**src/hdl/rwts_pkg.sv**
```systemverilog
// Shared types and constants for the raycast wall texel shader.
`default_nettype none
package rwts_pkg;

    localparam logic       CMD_WRITE    = 1'b0;
    localparam logic       CMD_SHADE    = 1'b1;
    localparam logic [1:0] DIR_NEG      = 2'd0;
    localparam logic [1:0] DIR_POS      = 2'd1;
    localparam logic [2:0] CODE_CLAMP   = 3'd3;
    localparam logic [2:0] BASE_DEFAULT = 3'd1;
    localparam logic [11:0] SCREEN_H_RESET = 12'd480;
    localparam logic [23:0] SHADOW_MASK = 24'h7F7F7F;
    localparam int D_W = 25;
    localparam int M_W = 24;

    typedef struct packed {
        logic        valid;
        logic        shade;
        logic        wr_ok;
        logic        drawn;
        logic [2:0]  slot;
        logic        shadow;
        logic [9:0]  col;
        logic [11:0] y;
        logic [23:0] color;
        logic [11:0] addr;
    } rwts_ctl_t;

endpackage
`default_nettype wire

```
**src/hdl/rwts_row_div.sv**
```systemverilog
// Pipelined restoring divider that yields the saturated texture row.
`default_nettype none
module rwts_row_div #(
    parameter int TEX_SIZE = 64
) (
    input  logic                            clk,
    input  logic                            rst_n,
    input  logic                            en,
    input  rwts_pkg::rwts_ctl_t             ctl_in,
    input  logic [$clog2(TEX_SIZE)-1:0]     tcol_in,
    input  logic [rwts_pkg::D_W-1:0]        d_in,
    input  logic [15:0]                     l_in,
    output rwts_pkg::rwts_ctl_t             ctl_out,
    output logic [$clog2(TEX_SIZE)-1:0]     tcol_out,
    output logic [$clog2(TEX_SIZE)-1:0]     row_out
);
    import rwts_pkg::*;

    localparam int QW = $clog2(TEX_SIZE);
    localparam int NW = M_W + QW;

    rwts_ctl_t       ctl_reg  [0:QW];
    logic [QW-1:0]   tcol_reg [0:QW];
    logic [NW-1:0]   rem_reg  [0:QW];
    logic [M_W-1:0]  div_reg  [0:QW];
    logic [QW-1:0]   q_reg    [0:QW];
    logic            zero_reg [0:QW];
    logic            sat_reg  [0:QW];

    logic [M_W-1:0]  div_in;

    assign div_in = {l_in, 8'b0};

    always_ff @(posedge clk or negedge rst_n)
    begin
        if (!rst_n)
            ctl_reg[0] <= '0;
        else if (en)
            ctl_reg[0] <= ctl_in;
    end

    always_ff @(posedge clk)
    begin
        if (en)
        begin
            tcol_reg[0] <= tcol_in;
            rem_reg[0]  <= NW'(d_in[M_W-1:0]) * NW'(TEX_SIZE);
            div_reg[0]  <= div_in;
            q_reg[0]    <= '0;
            zero_reg[0] <= (l_in == 16'd0) || d_in[D_W-1];
            sat_reg[0]  <= (d_in[M_W-1:0] >= div_in);
        end
    end

    genvar k;
    generate
        for (k = 1; k <= QW; k++)
        begin : g_stage
            logic [NW-1:0] trial;
            logic          ge;

            assign trial = NW'(div_reg[k-1]) << (QW - k);
            assign ge    = (rem_reg[k-1] >= trial);

            always_ff @(posedge clk or negedge rst_n)
            begin
                if (!rst_n)
                    ctl_reg[k] <= '0;
                else if (en)
                    ctl_reg[k] <= ctl_reg[k-1];
            end

            always_ff @(posedge clk)
            begin
                if (en)
                begin
                    tcol_reg[k] <= tcol_reg[k-1];
                    rem_reg[k]  <= ge ? (rem_reg[k-1] - trial) : rem_reg[k-1];
                    div_reg[k]  <= div_reg[k-1];
                    q_reg[k]    <= q_reg[k-1] | (ge ? (QW'(1) << (QW - k)) : QW'(0));
                    zero_reg[k] <= zero_reg[k-1];
                    sat_reg[k]  <= sat_reg[k-1];
                end
            end
        end
    endgenerate

    assign ctl_out  = ctl_reg[QW];
    assign tcol_out = tcol_reg[QW];
    assign row_out  = zero_reg[QW] ? QW'(0)
                    : (sat_reg[QW] ? QW'(TEX_SIZE - 1) : q_reg[QW]);

endmodule
`default_nettype wire

```
**config.mk**
```make
export PLATFORM = sky130hd
export DESIGN_NAME = rwts_row_div
export DESIGN_NICKNAME = d
export VERILOG_FILES = /design/src/hdl/rwts_pkg.sv /design/src/hdl/rwts_row_div.sv
export SDC_FILE = /design/constraint.sdc
export NUM_CORES = 1
export LEC_CHECK = 0
export BUFFER_PORTS_ARGS = -buffer_cell sky130_fd_sc_hd__buf_2
export CAP_MARGIN = 20
export CORE_MARGIN = 4
export CORE_UTILIZATION = 60
export CTS_CLUSTER_SIZE = 40
export DETAILED_ROUTE_END_ITERATION = 16
export PLACE_DENSITY_LB_ADDON = 0.15
export SLEW_MARGIN = 20
export SYNTH_ARGS = -nofsm -noshare
export SYNTH_HDL_FRONTEND = slang
export SYNTH_SLANG_ARGS = --single-unit
```
**constraint.sdc**
```tcl
create_clock -name clk -period 6 [get_ports clk]
set_input_delay 0 -clock clk [delete_from_list [all_inputs] [get_ports clk]]
set_output_delay 0 -clock clk [all_outputs]
set_load 0.02 [all_outputs]
```
## Word-level counts from Yosys, hierarchy flattened

Memories as Yosys holds them, arrays and structs flattened.
Cells that the tools add are included.

- Bits in writable memories: 476
- Register bits: 462
- Output and inout bits: 78
- Memories: 6
- Logic and storage cells: 113

Memories:

| name | depth | bits a word | read ports | clocked after Yosys merged registers in | write ports | line | source |
|---|---|---|---|---|---|---|---|
| rem_reg | 7 | 30 | 6 | 0 | 7 | rwts_row_div.sv:24 | `logic [NW-1:0] rem_reg [0:QW];` |
| div_reg | 7 | 24 | 6 | 0 | 7 | rwts_row_div.sv:25 | `logic [M_W-1:0] div_reg [0:QW];` |
| q_reg | 7 | 6 | 7 | 0 | 7 | rwts_row_div.sv:26 | `logic [QW-1:0] q_reg [0:QW];` |
| tcol_reg | 7 | 6 | 7 | 0 | 7 | rwts_row_div.sv:23 | `logic [QW-1:0] tcol_reg [0:QW];` |
| sat_reg | 7 | 1 | 7 | 0 | 7 | rwts_row_div.sv:28 | `logic sat_reg [0:QW];` |
| zero_reg | 7 | 1 | 7 | 0 | 7 | rwts_row_div.sv:27 | `logic zero_reg [0:QW];` |

- Muxes and demuxes: 16
- Reduce and logical (&&, ||, !) cells: 2
- $add $sub $neg: 6
- Order comparisons: 7
- Bitwise gates (word level): 6

Operators with widths:

| kind | count |
|---|---|
| 30-bit two-way mux | 6 |
| 30-bit by 24-bit greater-or-equal comparator with 1-bit output | 1 |
| 30-bit by 25-bit greater-or-equal comparator with 1-bit output | 1 |
| 30-bit by 26-bit greater-or-equal comparator with 1-bit output | 1 |
| 30-bit by 27-bit greater-or-equal comparator with 1-bit output | 1 |
| 30-bit by 28-bit greater-or-equal comparator with 1-bit output | 1 |
| 30-bit by 29-bit greater-or-equal comparator with 1-bit output | 1 |
| 30-bit by 24-bit subtractor with 30-bit output | 1 |
| 30-bit by 25-bit subtractor with 30-bit output | 1 |
| 30-bit by 26-bit subtractor with 30-bit output | 1 |
| 30-bit by 27-bit subtractor with 30-bit output | 1 |
| 30-bit by 28-bit subtractor with 30-bit output | 1 |
| 30-bit by 29-bit subtractor with 30-bit output | 1 |
| 24-bit greater-or-equal comparator | 1 |
| 6-bit two-way mux | 3 |
| 16-bit zero test | 1 |
| 6-bit by 1-bit OR with 6-bit output | 1 |
| 6-bit by 2-bit OR with 6-bit output | 1 |
| 6-bit by 3-bit OR with 6-bit output | 1 |
| 6-bit by 4-bit OR with 6-bit output | 1 |
| 6-bit by 5-bit OR with 6-bit output | 1 |
| 6-bit OR | 1 |
| 5-bit two-way mux | 1 |
| 4-bit two-way mux | 1 |
| other kinds (4) | 6 |

## Logic depth before layout (Yosys ltp)

An unclocked memory read counts as a cell.

- Depth in word-level cells: 4
- Gate-level depth with buffers: 12
- Mapped depth without buffers: 11

## Least setup slack after synthesis

No wires, ideal clock.

- Kind: register -> register
- From: memory div_reg[3][9]
- To: memory rem_reg[4][29] (netlist name) (data pin)
- Cell stages (with the launch flop): 10
- Data required time: 5.740 ns
- Data arrival time: 2.373 ns
- Path slack: 3.368 ns
- Buffers on the path: 0
- Setup time: 0.260 ns
- Cell sequence: edfxtp_1 -> inv_1 -> ha_1 -> nor2b_1 -> o31a_1 -> o221a_2 -> o221a_2 -> a31o_2 -> nor4_1 -> mux2_2

RTL lines:

| what | line |
|---|---|
| from (decl) | rwts_row_div.sv:25 |
| to (decl) | rwts_row_div.sv:24 |

==> impl_metrics.tcl <==
set metrics [dict create \
    outcome "finished clean" \
    met2_length_um 28400 \
    clk_latency_ns 0.61 \
    data_arrival_time_of_the_critical_path_ns 3.64 \
    cts_buffers 80 \
    start_util_pct 60.6 \
    power.ir.vdd_worst_mv 0.324 \
    synthXorXnorAreaFrac_pct 1.78 \
    detailedPlacementHpwl_um 38200 \
    h-tree-depth 3 \
    unrepaired_setup_endpoints_after_global_routing "false" \
    asyncSetResetFlopFracSynth_pct 59.3 \
    syn-instance-count 2321 \
    route.vias.total 18500 \
    timing.critical_path.slowest_cell_delay_ns 0.60 \
    cts_hold_bufs 115 \
    yosys_most_used_dff "sky130_fd_sc_hd__dfrtp_1" \
    critical_path_cell_list "ha_1, a21oi_1, o21ai_0, a221oi_1, o21ai_0, a21oi_2, buf_4, mux2_2" \
    startpoint_type "register" \
    gp_congestion 0.935 \
    synth_simple_gate_area_share_pct 4.42 \
    met3_length_um 2750 \
    cts.repair_timing.setup_buffer_count 0 \
    final-setup-viol-count 0 \
    first_global_vias 19200 \
    cts-root-to-sink-buffers 3 \
    avg_inst_size_synth_um2 14.4 \
    synth_mux_area_share_pct 16.6 \
    slew_viol_final 0 \
    worst-slew-pin-transition_ns 1.04 \
    antenna_violations_before_repair 6 \
    area_delta_synth_final_pct 15.0 \
    max_slew_margin_pct 30.9 \
    cts_num_sinks 779 \
    largest_register_ffs 396 \
    dieHeight_um 244 \
    ys_seq_area_share_pct 63.0 \
    tritoncts "built" \
    setup_ws_ns 2.71 \
    total_global_routing_track_utilization_pct 19.7 \
    ff2ff_path_depth 8 \
    io_buffers 193 \
    gr-total-overflow 0 \
    core_region_area_um2 55200 \
    synth_nets 2554 \
    core.rowCount 86 \
    dpl.cell_count 3136 \
    hp-class "in -> async" \
    routed_wire_length_per_instance_um 17.1 \
    post_layout_nonfiller_instances 3403 \
    critical_path_rt_ns 6.36 \
    final.setup.tns_ns 0 \
    drtIter0Drc 1252 \
    die_footprint_um2 59600 \
    synth_top_family_by_area "multiplexers" \
    critical_path_peak_fanout 19 \
    maxUsedRoutingLayer "met4" \
    worst_case_setup_slack_after_placement_ns 2.76 \
    cts_resized 0 \
    largest_net_degree_at_the_start_of_global_routing 186 \
    power-per-cell-area_nw_per_um2 408 \
    synth.distinct_cells 72 \
    die_w_um 244 \
    grt_pass1_wl_um 97100 \
    antenna_left 0 \
    period_minus_slack_ns 3.29 \
    top_level_ports 194 \
    final_nets 2818 \
    timing.critical_path.to_type "register" \
    hold_slack_ns 0.00789 \
    drt-met1-wl_um 25000 \
    synthesized_area_fraction_occupied_by_ao_oa_aoi_and_oai_cells_pct 5.78 \
    synth-adder-area-share_pct 4.49 \
    yosysWarnings 0 \
    finalHoldViolations 0 \
    cts_root_buffer "sky130_fd_sc_hd__clkbuf_16" \
    synth_edf_count 317 \
    ys_seq_elements 779 \
    detail_route.wirelength_um 58200 \
    cts_clk_pin_slew_worst_paths_ns 0.06 \
    cp_common_cell "sky130_fd_sc_hd__o21ai_0" \
    syn_area_um2 33500 \
    drv_cap 0 \
    total_power_mw 15.7 \
    first_pass_iters 5 \
    final.setup_skew_ns 0.0167 \
    achievable-frequency_ghz 0.304 \
    drc_errors 0 \
    layout_worst_path_cycle_share_pct 54.8 \
    cellLeakagePower_nw 16.1 \
    critical_path.slowest_cell "sky130_fd_sc_hd__a21oi_2" \
    worstSetupPathType "reg -> reg" \
    drive_gt1_share_pct 31.6 \
    viasPerCell 5.42 \
]
layer usage:
metal | vias up | global-route usage [%]
met5 | - | 0
met4 | 0 | 7.21
met3 | 147 | 4.54
met2 | 399 | 32.9
met1 | 9024 | 25.6
li1 | 8882 | -
per-stage QoR:
| step | instance area [µm²] | utilization (%) |
|---|---|---|
| after global placement | 34700 | 62.9 |
| after floorplan | 33500 | - |
| final | 38500 | 69.7 |
| after global routing | 38500 | 69.7 |
| after CTS | 38500 | 69.7 |
| after detailed placement | 34700 | 62.9 |
area by class of cell:
class	count	area [µm²]
Tap cell	748	936
Inverter	134	503
Clock buffer	103	2200
Clock inverter	43	400
Antenna cell	6	15.0
Timing Repair Buffer	319	2280
Sequential cell	779	21100
Multi-Input combinational cell	1271	11100
Fill cell	3760	16700
synthesized netlist by cell type, types with 5 or more instances:
cell                        count  area share (%)
sky130_fd_sc_hd__a21boi_0       5            0.11
sky130_fd_sc_hd__dfrtp_1      462              35
sky130_fd_sc_hd__edfxtp_1     317              28
sky130_fd_sc_hd__nor4_1        17            0.32
sky130_fd_sc_hd__nand3_1       12            0.18
sky130_fd_sc_hd__inv_1        134             1.5
sky130_fd_sc_hd__buf_4         68             1.5
sky130_fd_sc_hd__a2111oi_0      5            0.13
sky130_fd_sc_hd__nand2_1       79            0.89
sky130_fd_sc_hd__xnor2_1       36            0.94
sky130_fd_sc_hd__nor3_1        22            0.33
sky130_fd_sc_hd__xor2_1        32            0.84
sky130_fd_sc_hd__and4_1         5            0.13
sky130_fd_sc_hd__nor2b_1       13            0.24
sky130_fd_sc_hd__mux2_4        13            0.58
sky130_fd_sc_hd__nor2_1        77            0.86
sky130_fd_sc_hd__a21oi_1       87             1.3
sky130_fd_sc_hd__o21a_1        17            0.38
sky130_fd_sc_hd__a31oi_1       12            0.22
sky130_fd_sc_hd__nand4_1       17            0.32
sky130_fd_sc_hd__a21o_1        30            0.67
sky130_fd_sc_hd__clkbuf_1      58            0.65
sky130_fd_sc_hd__nor3b_1        6            0.13
sky130_fd_sc_hd__o31ai_1        8            0.18
sky130_fd_sc_hd__fa_1           5            0.30
sky130_fd_sc_hd__ha_1         112             4.2
sky130_fd_sc_hd__nand2b_1      15            0.28
sky130_fd_sc_hd__o21bai_1       7            0.16
sky130_fd_sc_hd__mux2_2       474              16
sky130_fd_sc_hd__buf_2          5           0.075
sky130_fd_sc_hd__a211oi_1      13            0.29
sky130_fd_sc_hd__o21ai_0       83             1.2
report_power, final:
group	internal (mW)	total [mW]	switching, mW
Combinational	1.68	3.49	1.81
Clock	2.82	4.83	2.01
Sequential	6.81	7.37	0.564
cells by family after synthesis:
group / count (synthesis)
simple gates: 294
flops: 779
compound gates: 303
mux: 489
buf+inv: 271
fa+ha+maj: 117
xor+xnor: 68
cell usage in the layout, fill, tap and decap left out, types with 12 or more instances in the layout:
| master | instances |
|---|---|
| sky130_fd_sc_hd__mux2_2 | 474 |
| sky130_fd_sc_hd__dfrtp_1 | 462 |
| sky130_fd_sc_hd__edfxtp_1 | 317 |
| sky130_fd_sc_hd__buf_2 | 191 |
| sky130_fd_sc_hd__inv_1 | 134 |
| sky130_fd_sc_hd__dlygate4sd3_1 | 115 |
| sky130_fd_sc_hd__ha_1 | 112 |
| sky130_fd_sc_hd__a21oi_1 | 87 |
| sky130_fd_sc_hd__o21ai_0 | 83 |
| sky130_fd_sc_hd__clkbuf_16 | 82 |
| sky130_fd_sc_hd__nand2_1 | 79 |
| sky130_fd_sc_hd__nor2_1 | 77 |
| sky130_fd_sc_hd__xnor2_1 | 36 |
| sky130_fd_sc_hd__xor2_1 | 32 |
| sky130_fd_sc_hd__a21o_1 | 30 |
| sky130_fd_sc_hd__nor3_1 | 22 |
| sky130_fd_sc_hd__nand4_1 | 17 |
| sky130_fd_sc_hd__nor4_1 | 17 |
| sky130_fd_sc_hd__o21a_1 | 17 |
| sky130_fd_sc_hd__clkinv_2 | 16 |
| sky130_fd_sc_hd__nand2b_1 | 15 |
| sky130_fd_sc_hd__clkbuf_1 | 14 |
| sky130_fd_sc_hd__nor2b_1 | 13 |
| sky130_fd_sc_hd__a211oi_1 | 13 |
| sky130_fd_sc_hd__mux2_4 | 13 |
| sky130_fd_sc_hd__a31oi_1 | 12 |
| sky130_fd_sc_hd__nand3_1 | 12 |
critical path: cells and delay by family, from the launching register on:
kind / cells / cell delay (ns)
AO/OA/AOI/OAI: 5 / 1.55
flip-flops: 1 / 0.42
adder cells (fa/ha/maj): 1 / 0.36
multiplexers: 1 / 0.35
buffers and inverters: 1 / 0.33
path summary, 6_finish.rpt:
path,slack [ns],end,from
max,2.71,rem_reg[3][12],rem_reg[2][17]
min,0.008,ctl_out[49],rst_n
max reg2reg,2.71,rem_reg[3][12],rem_reg[2][17]
min reg2reg,0.41,zero_reg[5],zero_reg[4]
max in group asynchronous,4.50,ctl_reg[343],rst_n
min in group clk,0.11,tcol_reg[0][1],tcol_in[1]
(Power assumes the default switching activity.)
