**config.mk**
```make
export PLATFORM = sky130hd
export DESIGN_NAME = rwts_front
export DESIGN_NICKNAME = d
export VERILOG_FILES = /design/src/hdl/rwts_pkg.sv /design/src/hdl/rwts_front.sv
export SDC_FILE = /design/constraint.sdc
export NUM_CORES = 1
export LEC_CHECK = 0
export BUFFER_PORTS_ARGS = -buffer_cell sky130_fd_sc_hd__buf_2
export CORE_AREA = 2 2 108 110
export DETAILED_ROUTE_END_ITERATION = 10
export DIE_AREA = 0 0 110 112
export HOLD_SLACK_MARGIN = 0.15
export PLACE_DENSITY_LB_ADDON = 0.3
export SETUP_SLACK_MARGIN = 0.4
export SLEW_MARGIN = 10
export SYNTH_ARGS = -nofsm -noshare
export SYNTH_HDL_FRONTEND = slang
export SYNTH_SLANG_ARGS = --single-unit
```
**constraint.sdc**
```tcl
create_clock -name clk -period 1 [get_ports clk]
set_clock_uncertainty 0.1 [all_clocks]
set_input_delay 0.15 -clock clk [delete_from_list [all_inputs] [get_ports clk]]
set_output_delay 0.15 -clock clk [all_outputs]
set_load 0.1 [all_outputs]
```
**src/hdl/rwts_pkg.sv**
```systemverilog
// Shared types and constants for the raycast wall texel shader.
`default_nettype none
package rwts_pkg;

    localparam logic       CMD_WRITE    = 1'b0;
    localparam logic       CMD_SHADE    = 1'b1;
    localparam logic [1:0] DIR_NEG      = 2'd0;
    localparam logic [1:0] DIR_POS      = 2'd1;
    localparam logic [2:0] CODE_CLAMP   = 3'd3;
    localparam logic [2:0] BASE_DEFAULT = 3'd1;
    localparam logic [11:0] SCREEN_H_RESET = 12'd480;
    localparam logic [23:0] SHADOW_MASK = 24'h7F7F7F;
    localparam int D_W = 25;
    localparam int M_W = 24;

    typedef struct packed {
        logic        valid;
        logic        shade;
        logic        wr_ok;
        logic        drawn;
        logic [2:0]  slot;
        logic        shadow;
        logic [9:0]  col;
        logic [11:0] y;
        logic [23:0] color;
        logic [11:0] addr;
    } rwts_ctl_t;

endpackage
`default_nettype wire

```
**src/hdl/rwts_front.sv**
```systemverilog
// Input stage: texture choice, texture column and row offset numerator.
`default_nettype none
module rwts_front #(
    parameter int TEX_SIZE  = 64,
    parameter int TEX_SLOTS = 8
) (
    input  logic                            clk,
    input  logic                            rst_n,
    input  logic                            en,
    input  logic                            take,
    input  logic [11:0]                     screen_height,
    input  logic                            command,
    input  logic [2:0]                      tex_select,
    input  logic [11:0]                     texel_addr,
    input  logic [23:0]                     texel_color,
    input  logic [9:0]                      column,
    input  logic [11:0]                     row,
    input  logic [15:0]                     line_height,
    input  logic                            side,
    input  logic [1:0]                      ray_dir_sign,
    input  logic [15:0]                     wall_fraction,
    input  logic                            shadow,
    output rwts_pkg::rwts_ctl_t             ctl_out,
    output logic [$clog2(TEX_SIZE)-1:0]     tcol_out,
    output logic [rwts_pkg::D_W-1:0]        d_out,
    output logic [15:0]                     l_out
);
    import rwts_pkg::*;

    localparam int QW   = $clog2(TEX_SIZE);
    localparam int AREA = TEX_SIZE * TEX_SIZE;

    rwts_ctl_t       ctl_reg;
    logic [QW-1:0]   tcol_reg;
    logic [D_W-1:0]  d_reg;
    logic [15:0]     l_reg;

    logic [2:0]      base;
    logic [2:0]      offset;
    logic [2:0]      slot;
    logic            mirror;
    logic [23:0]     frac_prod;
    logic [QW-1:0]   tcol_raw;
    logic [QW-1:0]   tcol;
    logic [D_W-1:0]  d;
    rwts_ctl_t       ctl_next;

    always_comb
    begin
        base = (tex_select >= CODE_CLAMP) ? BASE_DEFAULT : tex_select;
        if (side)
            offset = (ray_dir_sign[0] == DIR_NEG[0]) ? 3'd0 : 3'd2;
        else
            offset = (ray_dir_sign[0] == DIR_NEG[0]) ? 3'd3 : 3'd1;
        slot      = base + offset;
        mirror    = side ^ ray_dir_sign[0];
        frac_prod = 24'(wall_fraction) * 24'(TEX_SIZE);
        tcol_raw  = frac_prod[16 +: QW];
        tcol      = mirror ? (QW'(TEX_SIZE - 1) - tcol_raw) : tcol_raw;
        d = {5'b0, row, 8'b0} - {6'b0, screen_height, 7'b0} + {2'b0, line_height, 7'b0};

        ctl_next.valid  = take;
        ctl_next.shade  = (command == CMD_SHADE);
        ctl_next.wr_ok  = (32'(tex_select) < TEX_SLOTS) && (32'(texel_addr) < AREA);
        ctl_next.drawn  = (ray_dir_sign == DIR_NEG || ray_dir_sign == DIR_POS)
                          && (32'(slot) < TEX_SLOTS);
        ctl_next.slot   = ctl_next.shade ? slot : tex_select;
        ctl_next.shadow = shadow;
        ctl_next.col    = column;
        ctl_next.y      = row;
        ctl_next.color  = texel_color;
        ctl_next.addr   = texel_addr;
    end

    always_ff @(posedge clk or negedge rst_n)
    begin
        if (!rst_n)
            ctl_reg <= '0;
        else if (en)
            ctl_reg <= ctl_next;
    end

    always_ff @(posedge clk)
    begin
        if (en)
        begin
            tcol_reg <= tcol;
            d_reg    <= d;
            l_reg    <= line_height;
        end
    end

    assign ctl_out  = ctl_reg;
    assign tcol_out = tcol_reg;
    assign d_out    = d_reg;
    assign l_out    = l_reg;

endmodule
`default_nettype wire

```
# Yosys cells after proc, flatten, opt, wreduce, memory -nomap -nowiden
# Cells that the tools add are included.
[word_totals]
output_inout_bits = 113
elab_cells = 28
regBits = 113
inputBits = 114
[op_classes]
mux = 6
bitwise_logic = 1
n_addsub = 4
eq_ne = 1
n_lt_le_gt_ge = 1
reduce_logical = 2
[op_table]
columns = ["cell", "count"]
rows = [
  ["adder 21 x 24 -> 25 bit", 1],
  ["subtractor 20 x 19 -> 21 bit", 1],
  ["2-to-1 mux 2 bit", 3],
  ["2-to-1 mux 3 bit", 2],
  ["2-to-1 mux 6 bit", 1],
  ["subtractor 6 bit, first input constant", 1],
  ["adder 3 bit", 1],
  ["greater-or-equal comparator 3 x 2 -> 1 bit, second input constant", 1],
  ["== test 2 x 1 -> 1 bit, second input constant", 1],
  ["zero test 2 bit", 1],
  ["logical OR 1 bit", 1],
  ["XOR 1 bit", 1],
]

# Longest topological paths before layout
# Gate-level depths: netlist (run 1).
[logic_depth]
ltp_word = 4
mapped_depth = 16
mapped_depth_nobuf = 15

# Worst setup path after synthesis (run 1)
# OpenSTA, ideal clock, no wires.
[synth_timing]
path_type = "in2reg"
start = "input port screen_height[1]"
end = "register d_reg[23], in the netlist d_out[23], data pin"
n_path_buf = 1
setup_ps = 262
t_arrival_ps = 2684
stages = 15
setup_slack_ps = -2046
required_ps = 638
cell_sequence = "inv_1 > fa_1 > a211oi_2 > o21ai_2 > a211oi_2 > o31ai_1 > a21oi_1 > xnor2_1 > ha_1 > clkbuf_2 > and3_1 > a31oi_1 > o31ai_1 > a21oi_1 > xnor2_1"
[synth_between]
elab_chain_cells = 2
[synth_lines]
columns = ["element", "line", "rtl"]
rows = [
  ["start, declared", "rwts_front.sv:11", "input logic [11:0] screen_height,"],
  ["subtractor 20 x 19 -> 21 bit", "rwts_front.sv:60", "d = {5'b0, row, 8'b0} - {6'b0, screen_height, 7'b0} + {2'b0, line_height, 7'b0};"],
  ["adder 21 x 24 -> 25 bit", "rwts_front.sv:60", ""],
  ["via d[23]", "rwts_front.sv:45", "logic [D_W-1:0] d;"],
  ["end signal, assigned", "rwts_front.sv:88", "d_reg <= d;"],
  ["end, declared", "rwts_front.sv:35", "logic [D_W-1:0] d_reg;"],
]
# The timed path passes the listed nets, and every way through them passes these cells.
# A chain may end at the register's enable or synchronous reset.

# Final worst setup path (run 1)
[layout_timing]
start = "input port row[0]"
end = "register d_reg[21], in the netlist d_out[21], data pin"
[layout_between]
elab_chain_cells = 2
[layout_lines]
columns = ["element", "line", "rtl"]
rows = [
  ["start, declared", "rwts_front.sv:17", "input logic [11:0] row,"],
  ["subtractor 20 x 19 -> 21 bit", "rwts_front.sv:60", ""],
  ["adder 21 x 24 -> 25 bit", "rwts_front.sv:60", ""],
  ["via d[21]", "rwts_front.sv:45", ""],
]
# The timed path passes the listed nets, and every way through them passes these cells.

==> run_results.csv, run 1 <==
group,metric,value,unit
floorplan,rows,39,
routing,first_pass_iters,5,
logic_synthesis,async_reset_ff_frac,0.6226,
logic_synthesis,ys_top_cells_by_area,"dfrtp_1 (32%), edfxtp_1 (23%), mux2_2 (13%)",
final_layout,drive_above_1_share,0.7434,
clock_network,clkLatencyLatePin,0.35,ns
routing,drc_errors,0,
floorplan,initial_core_util,0.4650,
pwr,pwr-share-clk,0.171,
logic_synthesis,ys_warn_count,0,
clock_network,clock_path_buffers,2,
placed_design,hpwl,11.75,mm
logic_synthesis,ys.flop_type,"dfrtp_1",
pwr,vdd_drop_max,0.001801,V
clock_network,root_buffer,"clkbuf_16",
sta,max_freq,328.7,MHz
logic_synthesis,syn_avg_cell_area,12.96,µm²
grt,grt_max_degree,49,
floorplan,fp.dieH,112,µm
grt,grt_usage,0.2908,
sta,grt_setup_unrepaired,"true",
pwr,swShare,0.4322,
grt,grt_pass1_wl,26.72,mm
routing,drt-initial-drc-count,271,
clock_network,path_clk_slew,0.08,ns
logic_synthesis,synth_common_cells,"dfrtp_1 (66), mux2_2 (61), edfxtp_1 (40)",
logic_synthesis,syn-cell-area,5196,µm²
run_status,status,"finished with violations",
placed_design,gp_congestion,0.8749,
critical_path,crit_path_max_fanout,6,
floorplan,ios,227,
pwr,pwr-share-comb,0.536,
critical_path,reg2reg_depth,3,
logic_synthesis,synth_most_common_cell,"dfrtp_1",
final_layout,fillCellCount,417,
placed_design,place_ws,-2.256,ns
final_layout,register_area,3100,µm²
run_status,violations,"hold timing, setup timing",
final_layout,syn2layout_area_growth,93.76,%
critical_path,path_class,"input port to flop",
final_layout,multi_input_area,2695,µm²
critical_path,end_kind,"flop",
clock_network,cts_tree,"yes",
critical_path,cp-start-kind,"input port",
sta,post-route-min-period,3.042,ns
routing,route.antenna.remaining_nets,0,
critical_path,r2r_slack,-0.20,ns
pwr,power.internal,11.55,mW
grt,grt_overflow_total,0,
logic_synthesis,synth_top_area_frac,0.3178,
critical_path,worstSetupStartpoint,"row[0]",
logic_synthesis,synth-edff-count,40,
final_layout,final_util,0.9010,
routing,vias,4726,
critical_path,cp.arrival,3.03,ns
hold_path,min_path_type,"input port to async pin",
logic_synthesis,ys_seq_area_frac,0.5490,
sta,hold_viol_final,135,
logic_synthesis,ys_types,47,
flow_run,max-cap-violations,0,
pwr,p_seq_frac,0.293,
floorplan,die-area,12320,µm²
pwr,p_per_area,2021,nW/µm²
routing,routedWlPerCell,23.20,µm
floorplan,core-area,11170,µm²
pwr,switchingPower,8.793,mW
logic_synthesis,synth_largest_area_cell,"dfrtp_1",
sta,slew_viol_final,0,
logic_synthesis,syn_inst,401,
final_layout,layout.nets,858,
clock_network,h-tree-depth,3,
clock_network,cts.sinks,106,
grt,grt_antenna_before_repair,1,
pwr,p_leak,4.411,nW
routing,wl,19.98,mm
grt,grt_pass1_vias,5128,
critical_path,cp.required,0.99,ns
sta,setup_violations,141,
sta,whs,-0.3083,ns
critical_path,r2r-start,"ctl_out[11]$_DFFE_PN0P_",
clock_network,cts_buffers,9,
sta,layout_setup_ws,-2.042,ns
critical_path,r2r_end,"ctl_out[11]$_DFFE_PN0P_",
floorplan,die_w,110,µm
placed_design,port_buffers,209,
logic_synthesis,ys_ff_latch,106,
sta,period_share,3.042,
routing,via_per_inst,5.489,
-- state kept, by name, summed over array words and instances (netlist names) --
name	cells
ctl_out	66
d_out	18
l_out	16
tcol_out	6
-- per-stage QoR --
stage / total power, mW / setup TNS (ns) / instance area [µm²] / hold slack, ns / std cells
floorplan: 11.82 / -36.72 / 5710 / -0.2456 / 407
global placement: 15.47 / -41.17 / 8972 / 0.06324 / 812
detailed placement: 15.70 / -42.86 / 8972 / 0.07871 / 812
CTS: 19.56 / -49.93 / 9696 / -0.2964 / 846
global route: 20.87 / -56.29 / 10070 / -0.2832 / 861
finish: 20.35 / -53.17 / 10070 / -0.3083 / 861
-- cells by family after synthesis --
logic type,count (synthesis),synth area share
fa+ha+maj,32,0.08139
other cells,1,0.0007217
compound gates,65,0.08620
mux,65,0.1399
simple gates,60,0.05394
xor+xnor,31,0.05225
buf+inv,41,0.03660
flops,106,0.5490
-- cells in the final DEF, fill, tap and decap left out, drive strengths merged, types with 3 or more instances in the layout --
master  synthesis  final
inv            24     27
nor2           24     24
a211oi          6      6
conb            1      7
mux2           61     61
xor2            8      8
or2             3      3
edfxtp         40     40
a31oi           4      4
o21a            4      4
xnor2          23     23
nand3           5      5
dfrtp          66     66
o31ai           3      3
o211ai          5      5
nand2          16     16
clkbuf          3     11
fa              3      3
a21oi          20     20
buf            14    310
a21o            3      3
mux2i           4      4
ha             29     29
o21ai          13     13
-- worst max-delay path, stage by stage --
cell,delay [ns]
buf_8,0.10
fa_2,0.42
a211oi_2,0.32
o21ai_2,0.11
a211oi_2,0.26
o31ai_1,0.14
a21oi_1,0.18
xnor2_1,0.14
ha_2,0.33
buf_4,0.16
nand2_2,0.07
a21oi_2,0.08
a211oi_2,0.20
o31ai_1,0.11
a21oi_1,0.17
xnor2_1,0.09
-- cell type report --
class                   instances  share of cell area
diodes                          1           0.0002485
clock buffers                  11             0.02510
clock inverters                 5            0.003355
inverters                      24             0.01019
multi-input cells             260              0.2677
flip-flops and latches        106              0.3079
well taps                     143             0.01777
repair buffers                311              0.3677
-- how the worst max path moves through the flow --
stage / end / slack [ns] / cells past startpoint
CTS: d_out[22]$_DFFE_PP_ / -1.80 / 15
floorplan: d_out[23]$_DFFE_PP_ / -1.86 / 14
detailed placement: d_out[22]$_DFFE_PP_ / -2.26 / 16
finish: d_out[21]$_DFFE_PP_ / -2.04 / 16
global route: d_out[21]$_DFFE_PP_ / -2.17 / 16
global placement: d_out[23]$_DFFE_PP_ / -2.20 / 16
-- routing by layer --
layer,vias up,track usage,wire (µm)
met5,-,0,0
met4,0,0.1139,949
met3,84,0.08314,1620
met2,298,0.5350,10920
met1,2299,0.3051,6487
li1,2045,-,-
-- power by group through the flow --
| stage | Combinational (mW) | Sequential, mW | Clock, mW |
|---|---|---|---|
| floorplan | 2.02 | 9.80 | 0 |
| global placement | 9.48 | 5.98 | 0 |
| detailed placement | 9.68 | 6.02 | 0 |
| CTS | 10.2 | 5.93 | 3.47 |
| global route | 11.2 | 6.01 | 3.67 |
| finish | 10.9 | 5.97 | 3.48 |
-- what timing repair did --
item | 4_1_cts | 5_1_grt
pin swaps | 21 | 18
endpoints found under the setup margin | 228 | 215
resized for setup | 54 | 60
endpoints found under the hold margin | 159 | 159
setup buffers | 15 | 14
gates cloned | 3 | 0
Note: power is estimated with default switching activity, not from simulation.
==> run 2: changes to the inputs <==
==> constraint.sdc (replaced) <==
create_clock -name clk -period 1 [get_ports clk]
set_clock_uncertainty 0.1 [all_clocks]
set_input_delay 0.25 -clock clk [delete_from_list [all_inputs] [get_ports clk]]
set_output_delay 0.25 -clock clk [all_outputs]
set_load 0.1 [all_outputs]
==> run 2 against run 1 <==
Effect of this change:
- the run still ends with hold timing, setup timing left
- clock-buffer cell count did not move
- core utilization rose by 4.5 points
- flip-flop and latch count did not move
- power rose by 4.2%
- first-iteration DRC count rose by 69%
- sequential power barely moved
- via count rose by 12%
- hold slack improved by 0.14 ns
==> run_results.csv, run 2 (synthesized netlist as in run 1, its figures left out) <==
group,metric,value,unit
clock_network,clkLatencyLatePin,0.35,ns
floorplan,ios,227,
final_layout,layout.nets,879,
sta,setup_violations,143,
grt,grt_pass1_vias,5458,
sta,tns,-72.95,ns
sta,max_freq,271.9,MHz
clock_network,h-tree-depth,3,
routing,route.antenna.remaining_nets,0,
final_layout,register_area,3100,µm²
routing,first_pass_iters,5,
sta,layout_setup_ws,-2.677,ns
run_status,violations,"hold timing, setup timing",
critical_path,cp.arrival,3.68,ns
pwr,swShare,0.4449,
sta,whs,-0.1707,ns
sta,period_share,3.677,
floorplan,fp.dieH,112,µm
critical_path,r2r-start,"ctl_out[9]$_DFFE_PN0P_",
final_layout,final_area,10570,µm²
placed_design,dp_cells,811,
grt,grt_overflow_total,0,
pwr,switchingPower,9.433,mW
clock_network,cts_buffers,9,
critical_path,r2r_slack,-0.21,ns
pwr,p_per_area,2006,nW/µm²
placed_design,gp_congestion,0.8961,
sta,post-route-min-period,3.677,ns
final_layout,stdcell_count,882,
pwr,power.internal,11.77,mW
final_layout,fillCellCount,262,
floorplan,rows,39,
final_layout,final_cell_mix,"buf_12 (111), buf_2 (95), buf_4 (75)",
routing,drt-initial-drc-count,459,
final_layout,final_common_cell,"buf_12",
routing,via_per_inst,6.018,
routing,routedWlPerCell,29.78,µm
run_status,status,"finished with violations",
placed_design,place_ws,-2.428,ns
hold_path,min_path_type,"input port to async pin",
floorplan,die_w,110,µm
floorplan,core-area,11170,µm²
placed_design,hpwl,11.35,mm
critical_path,cp-start-kind,"input port",
sta,slew_viol_final,0,
final_layout,final_util,0.9458,
final_layout,multi_input_area,2825,µm²
final_layout,drive_above_1_share,0.7683,
grt,grt_usage,0.3284,
clock_network,clock_path_buffers,2,
clock_network,path_clk_slew,0.08,ns
sta,hold_viol_final,69,
pwr,pwr-share-comb,0.557,
pwr,pwr-share-clk,0.160,
critical_path,crit_path_max_fanout,5,
grt,grt_max_degree,67,
placed_design,port_buffers,209,
clock_network,root_buffer,"clkbuf_16",
critical_path,reg2reg_depth,3,
pwr,p_seq_frac,0.283,
flow_run,max-cap-violations,0,
clock_network,cts_tree,"yes",
pwr,p_leak,4.575,nW
grt,grt_antenna_before_repair,1,
pwr,fin_total_pwr,21.20,mW
pwr,vdd_drop_max,0.001646,V
floorplan,initial_core_util,0.4650,
final_layout,largest_reg_flops,66,
clock_network,cts.sinks,106,
critical_path,path_class,"input port to flop",
routing,vias,5308,
sta,grt_setup_unrepaired,"true",
critical_path,r2r_end,"ctl_out[9]$_DFFE_PN0P_",
grt,grt_pass1_wl,29.86,mm
routing,drc_errors,0,
routing,wl,26.27,mm
floorplan,die-area,12320,µm²
final_layout,syn2layout_area_growth,103.4,%
critical_path,cp.required,1.00,ns
critical_path,end_kind,"flop",
placed_design,dpl-instance-area,8972,µm²
[run 2: cell types whose count changed in the layout (fill, tap and decap cells not counted), moves of 4 or more]
cell / previous run / this run
buf_16: 3 / 12
xor2_1: 8 / 4
ha_1: 16 / 12
buf_4: 70 / 75
ha_4: 10 / 15
buf_8: 4 / 13
[run 2: repair_timing]
item | in CTS | in global routing
resized for setup | 81 | 71
endpoints found under the hold margin | 150 | 146
gates cloned | 10 | 1
endpoints found under the setup margin | 236 | 236
pin swaps | 26 | 39
buffers inserted | 23 | 20
[run 2: area by class of cell]
class / instances / area share
antenna: 1 / 0.0002368
clock buffer: 11 / 0.02202
clock inverter: 5 / 0.002960
inverter: 24 / 0.009944
multi-input combinational: 260 / 0.2673
sequential: 106 / 0.2934
tap: 143 / 0.01693
timing repair buffer: 332 / 0.3872
[run 2: worst max path at each step]
| stage | startpoint | endpoint | slack [ns] | cells after the start |
|---|---|---|---|---|
| 3_3_place_gp | screen_height[1] | d_out[23]$_DFFE_PP_ | -2.29 | 16 |
| 4_1_cts | row[0] | d_out[23]$_DFFE_PP_ | -1.96 | 14 |
| 2_1_floorplan | row[0] | d_out[23]$_DFFE_PP_ | -1.96 | 14 |
| 3_5_place_dp | screen_height[1] | d_out[23]$_DFFE_PP_ | -2.43 | 15 |
| 5_1_grt | row[0] | d_out[21]$_DFFE_PP_ | -2.68 | 16 |
| 6_report | row[0] | d_out[21]$_DFFE_PP_ | -2.68 | 16 |
[run 2: worst max-delay path: stages]
cell and delay [ns]:
buf_8 0.10, fa_2 0.41, a211oi_4 0.30, o21ai_2 0.12, a211oi_2 0.33, o31ai_1 0.16
a21oi_1 0.26, xnor2_1 0.19, ha_2 0.36, buf_4 0.17, nand2_2 0.08, nor2_1 0.06
a211oi_1 0.33, o31ai_1 0.14, a21oi_1 0.27, xnor2_1 0.15
[run 2: metal layers]
layer / wire length [µm] / GRT usage / vias to the layer above / share of wire
met4: 2279 / 0.1570 / 0 / 0.087
met2: 13280 / 0.5701 / 468 / 0.51
met3: 2450 / 0.1153 / 186 / 0.093
met5: 0 / 0 / - / 0
met1: 8260 / 0.3494 / 2569 / 0.31
li1: - / - / 2085 / -
[run 2: power by group through the flow]
stage / registers [mW] / clock network, mW / logic [mW]
final: 6.00 / 3.40 / 11.8
after global routing: 6.04 / 3.50 / 12.0
after CTS: 5.93 / 3.27 / 10.4
after detailed placement: 6.02 / 0 / 9.67
after global placement: 5.98 / 0 / 9.49
after floorplan: 9.80 / 0 / 2.04
==> run 3: changes to the inputs <==
Settings changed: BUFFER_PORTS_ARGS -buffer_cell sky130_fd_sc_hd__buf_2 to default, CORE_AREA 2 2 108 110 to 8 8 103 105, DIE_AREA 0 0 110 112 to 0 0 111 113, DONT_BUFFER_PORTS from default to 1.
==> run 3 against run 2 <==
Effect of this change:
- the flow now stops in clock tree synthesis (4_1_cts)
- area after synthesis did not move
- synthesized cell count did not move
==> run_results.csv, run 3 <==
group,metric,value,unit
logic_synthesis,synth-edff-count,40,
clock_network,cts_buffers,9,
run_status,status,"aborted with a tool error",
logic_synthesis,async_reset_ff_frac,0.6226,
placed_design,port_buffers,0,
logic_synthesis,synth_top_area_frac,0.3178,
run_status,failing_step,"clock tree synthesis (4_1_cts)",
floorplan,rows,35,
logic_synthesis,synth_common_cells,"dfrtp_1 (66), mux2_2 (61), edfxtp_1 (40)",
logic_synthesis,ys_warn_count,0,
logic_synthesis,ys.flop_type,"dfrtp_1",
logic_synthesis,syn_avg_cell_area,12.96,µm²
logic_synthesis,synth_most_common_cell,"dfrtp_1",
run_status,error,"[ERROR DPL-0038] Utilization greater than 100%, impossible to legalize",
placed_design,gp_congestion,0.9315,
logic_synthesis,syn-cell-area,5196,µm²
clock_network,root_buffer,"clkbuf_8",
floorplan,initial_core_util,0.5788,
logic_synthesis,ys_ff_latch,106,
logic_synthesis,ys_seq_area_frac,0.5490,
logic_synthesis,ys_top_cells_by_area,"dfrtp_1 (32%), edfxtp_1 (23%), mux2_2 (13%)",
clock_network,h-tree-depth,3,
floorplan,ios,227,
placed_design,hpwl,14.10,mm
clock_network,cts_setup_buffers,27,
logic_synthesis,syn_inst,401,
logic_synthesis,ys_types,47,
placed_design,place_ws,-2.404,ns
logic_synthesis,synth_largest_area_cell,"dfrtp_1",
floorplan,die_w,111,µm
clock_network,ctsResizeCount,105,
clock_network,cts.sinks,106,
clock_network,clock_path_buffers,2,
floorplan,fp.dieH,113,µm
[run 3: cell counts after synthesis]
No cell type changed its count.
[run 3: cells by family after synthesis]
logic type | count (synthesis) | synth area share
adder cells (fa/ha/maj) | 32 | 0.08139
buffers and inverters | 41 | 0.03660
flip-flops | 106 | 0.5490
multiplexers | 65 | 0.1399
AND/OR/NAND/NOR | 60 | 0.05394
AO/OA/AOI/OAI | 65 | 0.08620
XOR/XNOR | 31 | 0.05225
other | 1 | 0.0007217
[run 3: through the flow]
stage	util	hold slack [ns]	area (µm²)	TNS, ns	std cells
after detailed placement	0.9217	-0.1443	8274	-31.87	664
after global placement	0.9217	-0.1441	8274	-28.69	664
after floorplan	-	-0.1456	5743	-42.77	407
==> run 4: changes to the inputs <==
Settings changed: CORE_AREA 8 8 103 105 to 8 8 123 125, DIE_AREA 0 0 111 113 to 0 0 131 133, HOLD_SLACK_MARGIN 0.15 to default, PLACE_DENSITY_LB_ADDON 0.3 to 0.15, SETUP_SLACK_MARGIN 0.4 to default.
==> run 4 against run 3 <==
Effect of this change:
- the flow now finishes, with violations (hold timing, setup timing)
==> run_results.csv, run 4 (synthesized netlist as in run 1, its figures left out) <==
group,metric,value,unit
critical_path,slowest_delay,0.41,ns
pwr,vdd_drop_max,0.001213,V
routing,routedWlPerCell,20.12,µm
critical_path,crit_path_max_fanout,6,
clock_network,clkLatencyLatePin,0.34,ns
clock_network,cts_tree,"yes",
floorplan,die_w,131,µm
final_layout,drive_above_1_share,0.5891,
grt,grt_overflow_total,0,
grt,grt_max_degree,110,
sta,post-route-min-period,2.858,ns
pwr,power.internal,11.45,mW
placed_design,hpwl,11.78,mm
final_layout,syn2layout_area_growth,90.87,%
placed_design,port_buffers,0,
grt,grt_antenna_before_repair,0,
final_layout,largest_reg_flops,66,
floorplan,die-area,17420,µm²
routing,drt-initial-drc-count,151,
routing,wl,17.20,mm
clock_network,path_clk_slew,0.07,ns
grt,grt_pass1_wl,26.19,mm
final_layout,final_common_cell,"buf_12",
critical_path,cp_cell_sequence,"fa_2, a211oi_4, o21ai_2, a211oi_2, o31ai_1, a21oi_1, xnor2_1, ha_2, nand4_1, nor2_1, o211ai_1, nand3_1, a31oi_1, xnor2_1",
flow_run,max-cap-violations,0,
routing,vias,4196,
clock_network,root_buffer,"clkbuf_16",
sta,max_freq,350.0,MHz
critical_path,crit_top_cell,"xnor2_1",
sta,layout_setup_ws,-1.858,ns
final_layout,layout.nets,820,
routing,route.antenna.remaining_nets,0,
pwr,p_seq_frac,0.303,
sta,period_share,2.858,
pwr,switchingPower,8.277,mW
pwr,pwr-share-comb,0.520,
clock_network,cts_buffers,9,
sta,grt_setup_unrepaired,"true",
sta,slew_viol_final,0,
grt,grt_usage,0.1966,
run_status,violations,"hold timing, setup timing",
clock_network,cts.sinks,106,
placed_design,gp_congestion,0.8510,
pwr,p_per_area,1989,nW/µm²
sta,tns,-61.33,ns
clock_network,h-tree-depth,3,
critical_path,path_class,"input port to flop",
final_layout,antenna-diode-count,0,
floorplan,ios,227,
placed_design,place_ws,-2.178,ns
floorplan,core-area,13090,µm²
routing,via_per_inst,4.908,
floorplan,initial_core_util,0.3971,
pwr,p_leak,4.119,nW
routing,drc_errors,0,
run_status,status,"finished with violations",
grt,grt_pass1_vias,4775,
clock_network,clock_path_buffers,2,
floorplan,fp.dieH,133,µm
critical_path,cp.required,1.00,ns
sta,hold_viol_final,88,
final_layout,fillCellCount,719,
routing,first_pass_iters,4,
pwr,pwr-share-clk,0.177,
final_layout,final_cell_mix,"buf_12 (105), dlygate4sd3_1 (82), buf_4 (68)",
critical_path,cp-start-kind,"input port",
critical_path,cp.arrival,2.86,ns
pwr,swShare,0.4195,
critical_path,cp_slowest_cell,"fa_2",
pwr,fin_total_pwr,19.73,mW
sta,setup_violations,132,
hold_path,min_path_type,"input port to async pin",
critical_path,end_kind,"flop",
sta,whs,-0.5098,ns
floorplan,rows,42,
==> run 4: layout make-up <==
cell class	instances	area, µm²	area share
clock buffers	12	256.5	0.02586
clock inverters	4	33.78	0.003406
inverters	24	102.6	0.01034
multi-input cells	260	2567	0.2589
flip-flops and latches	106	3100	0.3126
well taps	176	220.2	0.02220
repair buffers	273	3637	0.3667
==> run 4: what timing repair did <==
action                                  in CTS  in global routing
pin swaps                                   26                 26
gates cloned                                 0                  0
resized for setup                           13                 52
endpoints found under the setup margin     125                138
hold buffers                                82                  1
setup buffers                               12                 23
endpoints found under the hold margin      193                157
==> run 4: metal layers <==
metal  global-route usage  share of wire
met3              0.07674          0.097
met2               0.3514           0.53
met5                    0              0
met4              0.06701          0.025
met1               0.2022           0.35
==> run 4: path summary, 6_finish.rpt <==
kind / from / end / slack, ns / cells past startpoint
worst max register to register: ctl_out[21]$_DFFE_PN0P_ / ctl_out[21]$_DFFE_PN0P_ / -0.10 / 2
min in group clk: en / d_out[10]$_DFFE_PP_ / -0.08 / 0
worst min-delay path: rst_n / ctl_out[61]$_DFFE_PN0P_ / -0.51 / 0
worst min register to register: ctl_out[63]$_DFFE_PN0P_ / ctl_out[63]$_DFFE_PN0P_ / 0.47 / 1
worst max-delay path: row[0] / d_out[22]$_DFFE_PP_ / -1.86 / 14
max in group asynchronous: rst_n / ctl_out[36]$_DFFE_PN0P_ / 1.18 / 0
==> run 4: power by group through the flow <==
| stage | clock network, mW | registers [mW] | logic, mW |
|---|---|---|---|
| 4_1_cts | 3.57 | 5.96 | 9.71 |
| 6_report | 3.49 | 5.97 | 10.3 |
| 5_1_grt | 3.74 | 6.04 | 10.6 |
| 3_5_place_dp | 0 | 6.06 | 9.24 |
| 3_3_place_gp | 0 | 6.01 | 9.11 |
| 2_1_floorplan | 0 | 9.80 | 2.04 |
==> run 4: critical path, delay by kind of cell <==
family                   cells  cell delay [ns]
XOR/XNOR                     2             0.23
AND/OR/NAND/NOR              3             0.47
AO/OA/AOI/OAI                7             1.12
adder cells (fa/ha/maj)      2             0.79
==> run 4: stage by stage <==
step	instance area, µm²	hold slack [ns]	instances	utilization
floorplan	5731	-0.1456	407	-
global placement	8328	-0.1434	727	0.6365
detailed placement	8328	-0.1434	727	0.6365
CTS	9584	-0.5248	837	0.7325
global route	9918	-0.5319	855	0.7580
finish	9918	-0.5098	855	0.7580
